--- config.mk ---
export PLATFORM = sky130hd
export DESIGN_NAME = rainbow_bar_pattern_generator_top
export DESIGN_NICKNAME = d
export VERILOG_FILES = /design/src/sv/rbpg_pkg.sv /design/src/sv/rbpg_div.sv /design/src/sv/rainbow_bar_pattern_generator_top.sv
export SDC_FILE = /design/constraint.sdc
export NUM_CORES = 1
export LEC_CHECK = 0
export ABC_AREA = 1
export BUFFER_PORTS_ARGS = -buffer_cell sky130_fd_sc_hd__buf_2
export CAP_MARGIN = 20
export CORE_MARGIN = 2
export CORE_UTILIZATION = 50
export CTS_BUF_LIST = sky130_fd_sc_hd__clkbuf_8
export DETAILED_ROUTE_END_ITERATION = 16
export PLACE_DENSITY_LB_ADDON = 0.3
export SYNTH_ARGS = -nofsm -noshare
export SYNTH_HDL_FRONTEND = slang
export SYNTH_HIERARCHICAL = 1
export SYNTH_SLANG_ARGS = --single-unit
--- constraint.sdc ---
create_clock -name i_clk -period 9.29 [get_ports i_clk]
set_clock_uncertainty 0.15 [all_clocks]
set_input_delay 0.929 -clock i_clk [delete_from_list [all_inputs] [get_ports i_clk]]
set_output_delay 0.929 -clock i_clk [all_outputs]
set_load 0.1 [all_outputs]
--- src/sv/rbpg_pkg.sv ---
// shared types, constants and color helpers for the rainbow bar pattern generator
`default_nettype none

package rbpg_pkg;

    localparam int MAX_DIM_DEF   = 4096;
    localparam int CFG_W         = 13;
    localparam int POS_W         = 12;
    localparam int COLOR_W       = 24;
    localparam int CFG_IDX_W     = 2;
    localparam int DEFAULT_BANDS = 8;
    localparam int RAMP_SHIFT    = 8;

    localparam logic [CFG_W-1:0]   RST_FRAME_WIDTH  = 13'd1280;
    localparam logic [CFG_W-1:0]   RST_FRAME_HEIGHT = 13'd720;
    localparam logic [CFG_W-1:0]   RST_BAND_COUNT   = 13'd8;
    localparam logic [COLOR_W-1:0] COLOR_RED        = 24'hFF0000;

    typedef enum logic [CFG_IDX_W-1:0] {
        CFG_FRAME_WIDTH  = 2'd0,
        CFG_FRAME_HEIGHT = 2'd1,
        CFG_BAND_COUNT   = 2'd2,
        CFG_COLOR_FORMAT = 2'd3
    } t_cfg_idx;

    typedef enum logic [2:0] {
        ST_IDLE,
        ST_DIV_ROWS,
        ST_DIV_BANDS,
        ST_EMIT,
        ST_DIV_SECTOR,
        ST_DIV_RAMP
    } t_state;

    typedef enum logic [2:0] {
        SEC_RED_YELLOW   = 3'd0,
        SEC_YELLOW_GREEN = 3'd1,
        SEC_GREEN_CYAN   = 3'd2,
        SEC_CYAN_BLUE    = 3'd3,
        SEC_BLUE_MAGENTA = 3'd4,
        SEC_MAGENTA_RED  = 3'd5,
        SEC_WRAP         = 3'd6,
        SEC_UNUSED       = 3'd7
    } t_sector;

    function automatic logic [COLOR_W-1:0] hue_rgb(input t_sector sec,
                                                   input logic [7:0] rise,
                                                   input logic [7:0] fall);
        logic [COLOR_W-1:0] rgb;
        case (sec)
            SEC_RED_YELLOW:   rgb = {8'hFF, rise, 8'h00};
            SEC_YELLOW_GREEN: rgb = {fall, 8'hFF, 8'h00};
            SEC_GREEN_CYAN:   rgb = {8'h00, 8'hFF, rise};
            SEC_CYAN_BLUE:    rgb = {8'h00, fall, 8'hFF};
            SEC_BLUE_MAGENTA: rgb = {rise, 8'h00, 8'hFF};
            SEC_MAGENTA_RED:  rgb = {8'hFF, 8'h00, fall};
            default:          rgb = COLOR_RED;
        endcase
        return rgb;
    endfunction

    function automatic logic [COLOR_W-1:0] to_pixel(input logic [COLOR_W-1:0] rgb,
                                                    input logic fmt_888);
        logic [COLOR_W-1:0] pix;
        if (fmt_888) begin
            pix = rgb;
        end else begin
            pix = {8'h00, rgb[23:19], rgb[15:10], rgb[7:3]};
        end
        return pix;
    endfunction

endpackage

`default_nettype wire

--- src/sv/rbpg_div.sv ---
// iterative restoring divider, one quotient bit per cycle
`default_nettype none

module rbpg_div #(
    parameter int DVD_W = 21,
    parameter int DSR_W = 13
) (
    input  wire logic             i_clk,
    input  wire logic             i_rst_n,
    input  wire logic             i_start,
    input  wire logic [DVD_W-1:0] i_dividend,
    input  wire logic [DSR_W-1:0] i_divisor,
    output logic                  o_done,
    output logic [DVD_W-1:0]      o_quot,
    output logic [DSR_W-1:0]      o_rem
);

    localparam int CNT_W = $clog2(DVD_W + 1);

    logic             r_busy,  n_busy;
    logic             r_done,  n_done;
    logic [CNT_W-1:0] r_cnt,   n_cnt;
    logic [DVD_W-1:0] r_quot,  n_quot;
    logic [DSR_W-1:0] r_rem,   n_rem;
    logic [DSR_W-1:0] r_dsr,   n_dsr;

    logic [DSR_W:0]   shifted;
    logic [DSR_W:0]   diff;
    logic             ge;

    always_comb begin
        shifted = {r_rem, r_quot[DVD_W-1]};
        diff    = shifted - {1'b0, r_dsr};
        ge      = shifted >= {1'b0, r_dsr};
        n_busy  = r_busy;
        n_done  = 1'b0;
        n_cnt   = r_cnt;
        n_quot  = r_quot;
        n_rem   = r_rem;
        n_dsr   = r_dsr;
        if (i_start) begin
            n_busy = 1'b1;
            n_cnt  = CNT_W'(DVD_W);
            n_quot = i_dividend;
            n_rem  = '0;
            n_dsr  = i_divisor;
        end else if (r_busy) begin
            n_quot = {r_quot[DVD_W-2:0], ge};
            n_rem  = ge ? diff[DSR_W-1:0] : shifted[DSR_W-1:0];
            n_cnt  = r_cnt - 1'b1;
            if (r_cnt == CNT_W'(1)) begin
                n_busy = 1'b0;
                n_done = 1'b1;
            end
        end
    end

    always_ff @(posedge i_clk) begin
        if (!i_rst_n) begin
            r_busy <= 1'b0;
            r_done <= 1'b0;
            r_cnt  <= '0;
        end else begin
            r_busy <= n_busy;
            r_done <= n_done;
            r_cnt  <= n_cnt;
        end
        r_quot <= n_quot;
        r_rem  <= n_rem;
        r_dsr  <= n_dsr;
    end

    assign o_done = r_done;
    assign o_quot = r_quot;
    assign o_rem  = r_rem;

endmodule

`default_nettype wire

--- src/sv/rainbow_bar_pattern_generator_top.sv ---
// top level of the rainbow bar pattern generator: sequencer, counters, config and output register
// an ordinary pixel goes from idle to emit, which loads the output register once it is free
// the first pixel of a frame first runs the divider twice, for band rows and band count
// a pixel ending a band with more to follow runs two more divisions after its output
// all divisions share one bit-serial divider; input is taken only in the idle state
// synchronous active-low reset clears counters, sequencer, output valid and config to defaults
`default_nettype none

module rainbow_bar_pattern_generator_top
    import rbpg_pkg::*;
#(
    parameter int MAX_DIM = MAX_DIM_DEF
) (
    input  wire logic                 i_clk,
    input  wire logic                 i_rst_n,
    input  wire logic                 s_axis_tvalid,
    output logic                      s_axis_tready,
    input  wire logic [7:0]           s_axis_tdata,   // [0] restart
    output logic                      m_axis_tvalid,
    input  wire logic                 m_axis_tready,
    output logic [47:0]               m_axis_tdata,   // [23:0] pixel, [35:24] column, [47:36] row
    output logic                      m_axis_tlast,   // end_of_frame
    output logic                      m_axis_tuser,   // [0] end_of_row
    input  wire logic                 i_cfg_valid,
    output logic                      o_cfg_ready,
    input  wire logic [CFG_IDX_W-1:0] i_cfg_index,
    input  wire logic [CFG_W-1:0]     i_cfg_data
);

    localparam int DIM_W = $clog2(MAX_DIM + 1);
    localparam int CNT_W = $clog2(MAX_DIM);
    localparam int EXT_W = (DIM_W > CFG_W) ? DIM_W : CFG_W;
    localparam int DVD_W = DIM_W + RAMP_SHIFT;

    // configuration registers
    logic [CFG_W-1:0]   r_frame_width;
    logic [CFG_W-1:0]   r_frame_height;
    logic [CFG_W-1:0]   r_band_count;
    logic               r_color_format;

    // sequencer and frame state
    t_state             r_state, n_state;
    logic [CNT_W-1:0]   r_col, n_col;
    logic [CNT_W-1:0]   r_row, n_row;
    logic [CNT_W-1:0]   r_band_idx, n_band_idx;
    logic [CNT_W-1:0]   r_rib, n_rib;
    logic [DIM_W-1:0]   r_band_rows, n_band_rows;
    logic [DIM_W-1:0]   r_bands_total, n_bands_total;
    logic [COLOR_W-1:0] r_color, n_color;
    t_sector            r_sector, n_sector;

    // output register
    logic               r_out_valid, n_out_valid;
    logic [COLOR_W-1:0] r_out_pix, n_out_pix;
    logic [POS_W-1:0]   r_out_col, n_out_col;
    logic [POS_W-1:0]   r_out_row, n_out_row;
    logic               r_out_eor, n_out_eor;
    logic               r_out_eof, n_out_eof;

    // divider
    logic               div_start;
    logic [DVD_W-1:0]   div_dividend;
    logic [DIM_W-1:0]   div_divisor;
    logic               div_done;
    logic [DVD_W-1:0]   div_quot;
    logic [DIM_W-1:0]   div_rem;

    logic               s_xfer;
    logic               out_free;
    logic               frame_start;
    logic [DIM_W-1:0]   w_eff;
    logic [DIM_W-1:0]   h_eff;
    logic [EXT_W-1:0]   bands_req;
    logic [DIM_W-1:0]   segs;
    logic               eor;
    logic               eof;
    logic [DIM_W-1:0]   rib_inc;
    logic               band_wrap;
    logic               advance;
    logic [CNT_W-1:0]   next_idx;
    logic [DVD_W-1:0]   next_idx_ext;
    logic [DVD_W-1:0]   rem_ext;
    logic [7:0]         rise;
    logic [7:0]         fall;

    function automatic logic [DIM_W-1:0] eff_dim(input logic [CFG_W-1:0] v);
        logic [EXT_W-1:0] ext;
        logic [DIM_W-1:0] res;
        ext = EXT_W'(v);
        if (ext == '0) begin
            res = DIM_W'(1);
        end else if (ext > EXT_W'(MAX_DIM)) begin
            res = DIM_W'(MAX_DIM);
        end else begin
            res = DIM_W'(ext);
        end
        return res;
    endfunction

    rbpg_div #(
        .DVD_W (DVD_W),
        .DSR_W (DIM_W)
    ) u_div (
        .i_clk      (i_clk),
        .i_rst_n    (i_rst_n),
        .i_start    (div_start),
        .i_dividend (div_dividend),
        .i_divisor  (div_divisor),
        .o_done     (div_done),
        .o_quot     (div_quot),
        .o_rem      (div_rem)
    );

    // configuration writes
    always_ff @(posedge i_clk) begin
        if (!i_rst_n) begin
            r_frame_width  <= RST_FRAME_WIDTH;
            r_frame_height <= RST_FRAME_HEIGHT;
            r_band_count   <= RST_BAND_COUNT;
            r_color_format <= 1'b0;
        end else if (i_cfg_valid) begin
            case (t_cfg_idx'(i_cfg_index))
                CFG_FRAME_WIDTH:  r_frame_width  <= i_cfg_data;
                CFG_FRAME_HEIGHT: r_frame_height <= i_cfg_data;
                CFG_BAND_COUNT:   r_band_count   <= i_cfg_data;
                CFG_COLOR_FORMAT: r_color_format <= i_cfg_data[0];
                default: begin
                end
            endcase
        end
    end

    assign o_cfg_ready = 1'b1;

    // frame geometry and band bookkeeping
    always_comb begin
        s_xfer       = s_axis_tvalid && s_axis_tready;
        out_free     = !r_out_valid || m_axis_tready;
        frame_start  = s_axis_tdata[0] || ((r_col == '0) && (r_row == '0));
        w_eff        = eff_dim(r_frame_width);
        h_eff        = eff_dim(r_frame_height);
        bands_req    = (r_band_count == '0) ? EXT_W'(DEFAULT_BANDS) : EXT_W'(r_band_count);
        segs         = (bands_req > EXT_W'(h_eff)) ? h_eff : DIM_W'(bands_req);
        eor          = DIM_W'(r_col) >= (w_eff - 1'b1);
        eof          = eor && (DIM_W'(r_row) >= (h_eff - 1'b1));
        rib_inc      = DIM_W'(r_rib) + 1'b1;
        band_wrap    = rib_inc >= r_band_rows;
        advance      = eor && !eof && band_wrap && ((DIM_W'(r_band_idx) + 1'b1) < r_bands_total);
        next_idx     = r_band_idx + 1'b1;
        next_idx_ext = DVD_W'(next_idx);
        rem_ext      = DVD_W'(div_rem);
        rise         = div_quot[7:0];
        fall         = 8'hFF - rise - {7'd0, (div_rem != '0)};
    end

    // next state
    always_comb begin
        n_state = r_state;
        case (r_state)
            ST_IDLE: begin
                if (s_xfer) begin
                    n_state = frame_start ? ST_DIV_ROWS : ST_EMIT;
                end
            end
            ST_DIV_ROWS: begin
                if (div_done) begin
                    n_state = ST_DIV_BANDS;
                end
            end
            ST_DIV_BANDS: begin
                if (div_done) begin
                    n_state = ST_EMIT;
                end
            end
            ST_EMIT: begin
                if (out_free) begin
                    n_state = advance ? ST_DIV_SECTOR : ST_IDLE;
                end
            end
            ST_DIV_SECTOR: begin
                if (div_done) begin
                    n_state = ST_DIV_RAMP;
                end
            end
            ST_DIV_RAMP: begin
                if (div_done) begin
                    n_state = ST_IDLE;
                end
            end
            default: n_state = ST_IDLE;
        endcase
    end

    // sequencer outputs: handshake and divider operands
    always_comb begin
        s_axis_tready = 1'b0;
        div_start     = 1'b0;
        div_dividend  = '0;
        div_divisor   = DIM_W'(1);
        case (r_state)
            ST_IDLE: begin
                s_axis_tready = 1'b1;
                div_start     = s_xfer && frame_start;
                div_dividend  = DVD_W'(h_eff);
                div_divisor   = segs;
            end
            ST_DIV_ROWS: begin
                // ceil(height / band_rows)
                div_start    = div_done;
                div_dividend = DVD_W'(h_eff) + div_quot - 1'b1;
                div_divisor  = div_quot[DIM_W-1:0];
            end
            ST_EMIT: begin
                // sector and remainder of 6k over bands-1
                div_start    = out_free && advance;
                div_dividend = (next_idx_ext << 2) + (next_idx_ext << 1);
                div_divisor  = r_bands_total - 1'b1;
            end
            ST_DIV_SECTOR: begin
                // 255 * remainder over bands-1
                div_start    = div_done;
                div_dividend = (rem_ext << RAMP_SHIFT) - rem_ext;
                div_divisor  = r_bands_total - 1'b1;
            end
            default: begin
            end
        endcase
    end

    // datapath next values
    always_comb begin
        n_col         = r_col;
        n_row         = r_row;
        n_band_idx    = r_band_idx;
        n_rib         = r_rib;
        n_band_rows   = r_band_rows;
        n_bands_total = r_bands_total;
        n_color       = r_color;
        n_sector      = r_sector;
        n_out_valid   = r_out_valid && !m_axis_tready;
        n_out_pix     = r_out_pix;
        n_out_col     = r_out_col;
        n_out_row     = r_out_row;
        n_out_eor     = r_out_eor;
        n_out_eof     = r_out_eof;
        case (r_state)
            ST_IDLE: begin
                if (s_xfer) begin
                    if (s_axis_tdata[0]) begin
                        n_col = '0;
                        n_row = '0;
                    end
                    if (frame_start) begin
                        n_band_idx = '0;
                        n_rib      = '0;
                        n_color    = COLOR_RED;
                    end
                end
            end
            ST_DIV_ROWS: begin
                if (div_done) begin
                    n_band_rows = div_quot[DIM_W-1:0];
                end
            end
            ST_DIV_BANDS: begin
                if (div_done) begin
                    n_bands_total = div_quot[DIM_W-1:0];
                end
            end
            ST_EMIT: begin
                if (out_free) begin
                    n_out_valid = 1'b1;
                    n_out_pix   = to_pixel(r_color, r_color_format);
                    n_out_col   = POS_W'(r_col);
                    n_out_row   = POS_W'(r_row);
                    n_out_eor   = eor;
                    n_out_eof   = eof;
                    if (!eor) begin
                        n_col = r_col + 1'b1;
                    end else begin
                        n_col = '0;
                        if (eof) begin
                            n_row = '0;
                        end else begin
                            n_row = r_row + 1'b1;
                            n_rib = band_wrap ? '0 : CNT_W'(rib_inc);
                            if (advance) begin
                                n_band_idx = next_idx;
                            end
                        end
                    end
                end
            end
            ST_DIV_SECTOR: begin
                if (div_done) begin
                    n_sector = t_sector'(div_quot[2:0]);
                end
            end
            ST_DIV_RAMP: begin
                if (div_done) begin
                    n_color = hue_rgb(r_sector, rise, fall);
                end
            end
            default: begin
            end
        endcase
    end

    always_ff @(posedge i_clk) begin
        if (!i_rst_n) begin
            r_state       <= ST_IDLE;
            r_col         <= '0;
            r_row         <= '0;
            r_band_idx    <= '0;
            r_rib         <= '0;
            r_band_rows   <= DIM_W'(1);
            r_bands_total <= DIM_W'(1);
            r_color       <= COLOR_RED;
            r_sector      <= SEC_WRAP;
            r_out_valid   <= 1'b0;
        end else begin
            r_state       <= n_state;
            r_col         <= n_col;
            r_row         <= n_row;
            r_band_idx    <= n_band_idx;
            r_rib         <= n_rib;
            r_band_rows   <= n_band_rows;
            r_bands_total <= n_bands_total;
            r_color       <= n_color;
            r_sector      <= n_sector;
            r_out_valid   <= n_out_valid;
        end
        r_out_pix <= n_out_pix;
        r_out_col <= n_out_col;
        r_out_row <= n_out_row;
        r_out_eor <= n_out_eor;
        r_out_eof <= n_out_eof;
    end

    assign m_axis_tvalid = r_out_valid;
    assign m_axis_tdata  = {r_out_row, r_out_col, r_out_pix};
    assign m_axis_tlast  = r_out_eof;
    assign m_axis_tuser  = r_out_eor;

endmodule

`default_nettype wire

==> results.toml, run 1 <==
[run_status]
status = "finished, final reports clean"

[floorplanning]
ioPinCount = 81
start_util_pct = 50.5
die_w_um = 188
die_height_um = 188
core_um2 = 33400
dieArea_um2 = 35200
placementRows = 67

[critical_path]
critical_path_required_ps = 9460
crit_path_end_kind = "register"
path_class = "register to register"
arrival_ps = 5910
crit_fanout = 41
start_kind = "register"

[grt]
grtUsageTotal_pct = 26.7
grt_max_degree = 62
grt_pass1_vias = 14959
antenna_found_initial = 0
gr-total-overflow = 0
grt_pass1_wl_um = 76400

[timing]
period_share_pct = 61.9
setup_tns_ps = 0
maxClockFrequency_ghz = 0.174
worst_pin_slew_ps = 1090
rsz0062_at_grt = "no"
min_period_ps = 5750
worst_slack_ps = 3540
maxSlewViolCount = 0
hold_viol = 0
slew_headroom_pct = 26.8
setup_viol_count_final = 0

[cells_and_area]
final_common_cell = "nand2_1"
areaGrowthSynthToFinish_pct = 9.58
finalNonFillerCells = 2935
stdcell_area_um2 = 18500
drive_gt1_share_pct = 7.92
final_cell_mix = "nand2_1 (558), inv_1 (350), nor2_1 (266), dfxtp_1 (165), o21ai_0 (161)"
fillCellCount = 3334
multiInputGateArea_um2 = 9340
seqCellArea_um2 = 5830
antenna-diode-count = 0
final_nets = 2624

[routing]
wire_per_inst_um = 16.2
totalWireLength_um = 47600
drt_pass1_iterations = 5
vias_per_cell = 5.47
vias = 16068
ant_nets = 0
drt_iter0_drc = 1144
drc = 0

[placement]
hpwl_um = 35900
dpl-instance-area_um2 = 17500
portBuffers = 72
dpl.cell_count = 2855
routabilityCongestion = 1.01
place_ws_ps = 3350

[logic_synthesis]
synth_warnings = 6
synth_cells = 2402
synthTopCellsByArea = "dfxtp_1 (20%), edfxtp_1 (15%), nand2_1 (12%)"
synth_top_area_share_pct = 19.6
yosys.cell_types.count = 51
ys_ff_latch = 249
synth_seq_area_share_pct = 34.6
syn_avg_cell_area_um2 = 7.01
synth.net_count = 2570
yosysTopAreaCell = "dfxtp_1"
synth_area_um2 = 16800

[power]
swShare_pct = 49.7
p_comb_share_pct = 54.9
vdd_drop_max_v = 0.000152
switchingPower_w = 0.00292
clkPwrFrac_pct = 18.0
seq_power_share_pct = 27.1
power.internal_w = 0.00295
leakage_nw = 8.68
cellPowerDensity_nw_per_um2 = 318

[cts]
clk_latency_ps = 590
cts_setup_buffers = 0
clk_pin_slew_ps = 60
post_cts_resized = 0
cts_buffer_depth = 3
cts_buffers = 44
cts-root-buf = "clkbuf_8"
cts.htree.levels = 2
cts.sinks = 249
holdBufCountCts = 0
cts_tree = "yes"

[min_path]
holdCritPathClass = "register to register"

[flow_run]
max_cap_viol_count = 0
-- stage by stage --
step / hold slack (ps) / utilization [%] / total power [W]
2_1_floorplan: 283 / - / 0.00396
3_3_place_gp: 302 / 52.5 / 0.00466
3_5_place_dp: 301 / 52.5 / 0.00474
4_1_cts: 317 / 55.1 / 0.00581
5_1_grt: 341 / 55.3 / 0.00636
6_report: 316 / 55.3 / 0.00586
-- kinds of logic (layout without fill, tap and decap cells) --
| group | after synthesis | after routing | synth area share [%] |
|---|---|---|---|
| buffers and inverters | 440 | 525 | 10.0 |
| AOI/OAI and AO/OA | 438 | 438 | 14.8 |
| other | 1 | 1 | 0.0223 |
| and+or+nand+nor | 1070 | 1070 | 26.7 |
| xor gates and xnor gates | 64 | 64 | 3.33 |
| DFF | 249 | 249 | 34.6 |
| adders and majority gates | 140 | 140 | 10.5 |
-- metal layers --
layer | GRT usage (%) | vias up | share of wire, %
met4 | 10.5 | 0 | 3.9
met2 | 45.0 | 493 | 46
met5 | 0 | - | 0
li1 | - | 8047 | -
met3 | 3.63 | 111 | 5.8
met1 | 34.6 | 7417 | 44
-- Yosys cell counts (all sizes together) --
library cell,n
o22ai,6
ha,138
nand2,569
o2111ai,8
xnor2,12
o32ai,1
a211oi,8
a22oi,16
edfxtp,84
nand3,116
o21bai,4
conb,1
nor2,276
clkbuf,58
clkinv,7
o21ai,171
o211ai,17
dfxtp,165
buf,15
a221oi,2
nor3,29
o21a,1
o31ai,2
nand4,53
a31oi,7
o311ai,1
or2,6
xor2,52
a21o,2
a21boi,2
a41oi,1
inv,360
o221ai,27
nor4,13
a21oi,161
nand3b,6
and2,1
fa,2
and3,1
a32oi,1
-- power groups by stage --
stage / registers (W) / clock network [W] / logic (W)
2_1_floorplan: 0.00166 / 0 / 0.00229
3_3_place_gp: 0.00160 / 0 / 0.00306
4_1_cts: 0.00159 / 0.00108 / 0.00315
6_report: 0.00159 / 0.00105 / 0.00322
3_5_place_dp: 0.00161 / 0 / 0.00313
5_1_grt: 0.00161 / 0.00112 / 0.00363
-- cell type report --
cell class	count	area share, %
Clock buffer	48	3.58
Sequential cell	249	31.6
Inverter	367	7.46
Clock inverter	29	1.27
Tap cell	448	3.04
Timing Repair Buffer	81	2.52
Multi-Input combinational cell	1713	50.6
-- worst paths after layout --
kind	from	endpoint	slack, ps	cells past startpoint
worst max-delay path	r_frame_height[4]$_SDFFE_PN1P_	u_div/o_quot[0]$_DFFE_PP_	3540	27
worst min-delay path	r_band_rows[9]$_SDFFE_PN0P_	r_band_rows[9]$_SDFFE_PN0P_	320	2
worst max register to register	r_frame_height[4]$_SDFFE_PN1P_	u_div/o_quot[0]$_DFFE_PP_	3540	27
worst min register to register	r_band_rows[9]$_SDFFE_PN0P_	r_band_rows[9]$_SDFFE_PN0P_	320	2
-- state kept, by name (all words and copies together), names as in the netlist, 13 cells and up --
name            count
r_band_count       13
r_band_rows        13
r_bands_total      13
r_color            24
r_frame_height     13
r_frame_width      13
r_out_pix          24
u_div/o_quot       21
u_div/o_rem        13
u_div/r_dsr        13
-- worst max-delay path, stage by stage, from the launching register on --
cell and delay (ps):
dfxtp_1 400, nor2_1 70, nand2_1 70, nor2_1 50
nand2_2 60, nor2_1 40, o21ai_0 710, nand3_1 320
nor3_1 390, xor2_1 160, ha_1 300, nand2_1 60
nor2_1 130, nand3_1 90, nand2_1 70, nor2_1 40
nand2_1 50, nand2_1 50, nand2_1 50, nand2_1 40
nand2_1 80, nand3_2 100, nand3_1 190, nand3_1 90
buf_4 290, nor2_1 670, inv_1 440, buf_16 290
Power figures use the tool's default switching activity.
==> run 2, diff against run 1 <==
- ABC_AREA: 1 -> 0
- clock period: 9.29 -> 6 ns (I/O delays scaled with it)
==> results.toml, run 2 <==
[run_status]
status = "finished, final reports clean"

[cts]
post_cts_resized = 0
cts.htree.levels = 2
holdBufCountCts = 0
clk_latency_ps = 590
cts_setup_buffers = 0
cts.sinks = 249
cts_buffers = 45
clk_pin_slew_ps = 70
cts-root-buf = "clkbuf_8"
cts_tree = "yes"
cts_buffer_depth = 3

[cells_and_area]
areaGrowthSynthToFinish_pct = 10.1
final_cell_mix = "nand2_1 (257), a21oi_1 (174), dfxtp_1 (165), inv_1 (154)"
final_nets = 2171
final_core_util_pct = 56.1
multiInputGateArea_um2 = 9790
fillCellCount = 2975
drive_gt1_share_pct = 12.1
seqCellArea_um2 = 5830
final_common_cell = "nand2_1"

[timing]
maxSlewViolCount = 0
rsz0062_at_grt = "no"
slew_headroom_pct = 37.1
setup_tns_ps = 0
setup_viol_count_final = 0
period_share_pct = 92.7
min_period_ps = 5560
worst_pin_slew_ps = 940
maxClockFrequency_ghz = 0.180
hold_viol = 0

[critical_path]
arrival_ps = 5620
crit_fanout = 21
cpMaxStageDelayCell = "or2_2"
critical_path.max_stage_delay_ps = 560
critical_path_required_ps = 6060
reg2regPathDepth = 19
path_class = "register to register"
crit_path_end_kind = "register"
cp_cell_sequence = "or4_1 > nor3_1 > a31oi_1 > nor2_1 > inv_1 > ha_1 > o21ai_0 > o21bai_1 > nand2b_1 > xnor2_1 > ha_1 > a211oi_1 > o211ai_1 > a31oi_1 > o31a_1 > o211ai_2 > nor3_1 > nand4b_1 > or2_2"
start_kind = "register"

[logic_synthesis]
ys.flop_type = "dfxtp_1"
synthTopCellsByArea = "dfxtp_1 (20%), edfxtp_1 (15%), ha_1 (10%)"
yosysMostFrequentCell = "nand2_1"
yosys.cell_types.count = 94
ys_top_cells_by_count = "nand2_1 (257), a21oi_1 (174), dfxtp_1 (165), inv_1 (145)"
synth_cells = 1965
synth_seq_area_share_pct = 35.1
yosysTopAreaCell = "dfxtp_1"
synth-edff-count = 84
synth_top_area_share_pct = 19.9
synth_area_um2 = 16600
ys_ff_latch = 249
synth.net_count = 2133
syn_avg_cell_area_um2 = 8.46
synth_warnings = 6
synthArstFlopShare_pct = 0

[floorplanning]
start_util_pct = 50.9
die_w_um = 186
dieArea_um2 = 34700
die_height_um = 186
core_um2 = 32600
ioPinCount = 81
placementRows = 66

[routing]
drt_pass1_iterations = 6
drc = 0
vias_per_cell = 5.85
totalWireLength_um = 45100
wire_per_inst_um = 18.2
drt_iter0_drc = 1352
ant_nets = 0
vias = 14517

[grt]
grt_pass1_vias = 13418
grt_max_degree = 95
gr-total-overflow = 0
antenna_found_initial = 1
grt_pass1_wl_um = 72000
grtUsageTotal_pct = 25.4

[min_path]
holdCritPathClass = "primary input to register"
min_path_cells = 3

[placement]
routabilityCongestion = 0.953
portBuffers = 72
hpwl_um = 33100

[flow_run]
max_cap_viol_count = 0

[power]
cellPowerDensity_nw_per_um2 = 355
vdd_drop_max_v = 0.000163
leakage_nw = 7.45
## run 2: final cells by class
| class | instances | area share [%] |
|---|---|---|
| repair buffers | 94 | 3.23 |
| well taps | 442 | 3.02 |
| diodes | 1 | 0.0137 |
| clock inverters | 32 | 1.52 |
| flip-flops and latches | 249 | 31.8 |
| multi-input cells | 1466 | 53.5 |
| clock buffers | 52 | 3.91 |
| inverters | 147 | 3.01 |
## run 2: path summary, 6_finish.rpt
path                                  startpoint                             end  slack [ps]
setup reg to reg  r_frame_height[2]$_SDFFE_PN0P_       u_div/o_quot[5]$_DFFE_PP_         440
setup / recovery  r_frame_height[2]$_SDFFE_PN0P_       u_div/o_quot[5]$_DFFE_PP_         440
hold / removal                     i_cfg_data[6]  r_frame_height[6]$_SDFFE_PN1P_         130
hold reg to reg          r_color[1]$_SDFFE_PN0P_         r_color[1]$_SDFFE_PN0P_         310
## run 2: power by group
group	switching (W)	leakage, nW	internal, W
logic	0.00150	4.72	0.00104
registers	0.000270	2.17	0.00191
clock network	0.000748	0.556	0.00102
## run 2: per-layer routing
metal  up-vias  track usage [%]  routed length, um  part of all wire [%]
met3       104             3.20               3010                   6.7
met2       514             39.5              19900                    44
met5         -                0                  0                     0
met4         0             9.42               1670                   3.7
met1      6841             36.2              20500                    45
li1       7058                -                  -                     -
## run 2: cell families (layout without fill, tap and decap cells)
family                   Yosys count  in the layout  share of synthesized area [%]
AND/OR/NAND/NOR                  670            670                           19.2
AO/OA/AOI/OAI                    476            476                           18.8
buffers and inverters            250            325                           6.06
flip-flops                       249            249                           35.1
adder cells (fa/ha/maj)          140            140                           10.6
XOR/XNOR                         117            117                           6.17
multiplexers                      62             62                           4.04
other                              1              2                         0.0226
## run 2: worst max-delay path: cells and delay by family (launching register included)
| family | cells | cell delay (ps) |
|---|---|---|
| AO/OA/AOI/OAI | 8 | 1570 |
| buffers and inverters | 1 | 150 |
| flip-flops | 1 | 340 |
| AND/OR/NAND/NOR | 7 | 2300 |
| adder cells (fa/ha/maj) | 2 | 520 |
| XOR/XNOR | 1 | 120 |
## run 2: through the flow
stage	hold WS, ps	total power, W	area, um^2	cells	setup WS, ps
2_1_floorplan	283	0.00410	16600	1965	295
3_3_place_gp	294	0.00464	17300	2396	663
3_5_place_dp	298	0.00469	17300	2396	530
4_1_cts	105	0.00647	18200	2480	456
5_1_grt	128	0.00687	18300	2483	46.6
6_report	134	0.00649	18300	2483	438
==> run 3, diff against run 2 <==
- BUFFER_PORTS_ARGS: -buffer_cell sky130_fd_sc_hd__buf_2 -> default
- DONT_BUFFER_PORTS: default -> 1
==> results.toml, run 3 (synthesis results as in run 2) <==
[run_status]
status = "finished, final reports clean"

[grt]
grt_pass1_vias = 13466
gr-total-overflow = 0
grtUsageTotal_pct = 25.5
grt_max_degree = 95
antenna_found_initial = 0
grt_pass1_wl_um = 72000

[timing]
period_share_pct = 93.5
worst_slack_ps = 390
setup_tns_ps = 0
setup_viol_count_final = 0
slew_headroom_pct = 25.8
maxSlewViolCount = 0
min_period_ps = 5610
rsz0062_at_grt = "no"
worst_pin_slew_ps = 1110
hold_viol = 0
maxClockFrequency_ghz = 0.178

[floorplanning]
placementRows = 66
start_util_pct = 50.9
die_w_um = 186
dieArea_um2 = 34700
ioPinCount = 81
die_height_um = 186
core_um2 = 32600

[critical_path]
start_kind = "register"
crit_fanout = 20
timing.rr.end = "u_div/o_quot[4]$_DFFE_PP_"
reg2regPathDepth = 20
arrival_ps = 5770
crit_path_end = "u_div/o_quot[4]$_DFFE_PP_"
regToRegSetupSlack_ps = 390
critPathTopFamily = "simple AND/OR/NAND/NOR gates"
critical_path_required_ps = 6160
startpoint = "r_frame_height[2]$_SDFFE_PN0P_"
cp.depth = 20
critical_path.max_stage_delay_ps = 520
path_buf_inv = 2
worstReg2RegStart = "r_frame_height[2]$_SDFFE_PN0P_"
cp_cell_sequence = "or4_1 > nor3_1 > a31oi_1 > nor2_1 > inv_1 > ha_1 > o21ai_0 > o21bai_1 > nand2b_1 > xnor2_1 > ha_1 > a211oi_1 > o211ai_1 > a31oi_1 > o31a_1 > o211ai_2 > nor3_1 > nand4b_1 > buf_4 > mux2_2"
path_class = "register to register"
crit_path_end_kind = "register"
cpMaxStageDelayCell = "or4_1"

[cts]
cts_tree = "yes"
cts.htree.levels = 2
cts_buffers = 44
clk_latency_ps = 580
cts-root-buf = "clkbuf_8"
clk_pin_slew_ps = 60
post_cts_resized = 0
holdBufCountCts = 17
cts_setup_buffers = 0
cts.sinks = 249
cts_buffer_depth = 3

[flow_run]
max_cap_viol_count = 0

[cells_and_area]
final_nets = 2113
finalNonFillerCells = 2423
final_common_cell = "nand2_1"
final_cell_mix = "nand2_1 (257), a21oi_1 (174), dfxtp_1 (165), inv_1 (153)"
drive_gt1_share_pct = 8.73
areaGrowthSynthToFinish_pct = 8.09
antenna-diode-count = 0
fillCellCount = 2984

[routing]
wl_met2_um = 20100
vias = 14214
wire_per_inst_um = 18.7
drt_iter0_drc = 1052
top_layer = "met4"
dr_wl_met3_um = 3060
ant_nets = 0
totalWireLength_um = 45300
wl_met1_um = 20500
drt_pass1_iterations = 6
drc = 0
vias_per_cell = 5.87

[placement]
routabilityCongestion = 0.966
dpl.cell_count = 2323
place_ws_ps = 542
hpwl_um = 32700
portBuffers = 0

[min_path]
holdCritPathClass = "primary input to register"

[power]
cellPowerDensity_nw_per_um2 = 351
leakage_nw = 7.12
vdd_drop_max_v = 0.000170
power_w = 0.00631
## run 3: layout make-up
class,instances,area (um^2),area share [%]
Clock buffer,47,647,3.60
Clock inverter,35,250,1.39
Inverter,147,552,3.07
Multi-Input combinational cell,1466,9790,54.5
Sequential cell,249,5830,32.4
Tap cell,442,553,3.08
Timing Repair Buffer,37,350,1.95
## run 3: how the worst min path moves through the flow
stage | start | endpoint | slack [ps] | cells after the start
3_3_place_gp | r_band_rows[5]$_SDFFE_PN0P_ | r_band_rows[5]$_SDFFE_PN0P_ | 290 | 2
2_1_floorplan | r_color[0]$_SDFFE_PN0P_ | r_color[0]$_SDFFE_PN0P_ | 280 | 2
3_5_place_dp | r_color[9]$_SDFFE_PN0P_ | r_color[9]$_SDFFE_PN0P_ | 300 | 2
6_report | i_cfg_data[10] | r_frame_height[10]$_SDFFE_PN0P_ | 30 | 2
5_1_grt | i_cfg_data[7] | r_frame_height[7]$_SDFFE_PN1P_ | 20 | 2
4_1_cts | i_cfg_data[10] | r_frame_height[10]$_SDFFE_PN0P_ | 4 | 2
## run 3: through the flow
step	area (um^2)	utilization, %	hold slack, ps
final	18000	55.1	30.6
after global routing	18000	55.1	17.5
after CTS	17900	55.0	4.33
after detailed placement	16900	51.7	300
after global placement	16900	51.7	293
after floorplan	16600	-	283
## run 3: power by group
part	switching, W	internal, W	total, W
Combinational	0.00142	0.00103	0.00246
Clock	0.000746	0.000866	0.00161
Sequential	0.000329	0.00191	0.00224
## run 3: worst reg2reg max path: stages (launching register included)
cell and delay, ps:
dfxtp_1 340, or4_1 520, nor3_1 210, a31oi_1 190, nor2_1 250, inv_1 160
ha_1 260, o21ai_0 220, o21bai_1 260, nand2b_1 170, xnor2_1 130, ha_1 270
a211oi_1 300, o211ai_1 140, a31oi_1 150, o31a_1 180, o211ai_2 120, nor3_1 310
nand4b_1 300, buf_4 330, mux2_2 380
## run 3: routing by layer
layer	track usage (%)	vias up
li1	-	6954
met1	34.5	6744
met2	40.3	417
met3	5.19	99
met4	9.48	0
met5	0	-
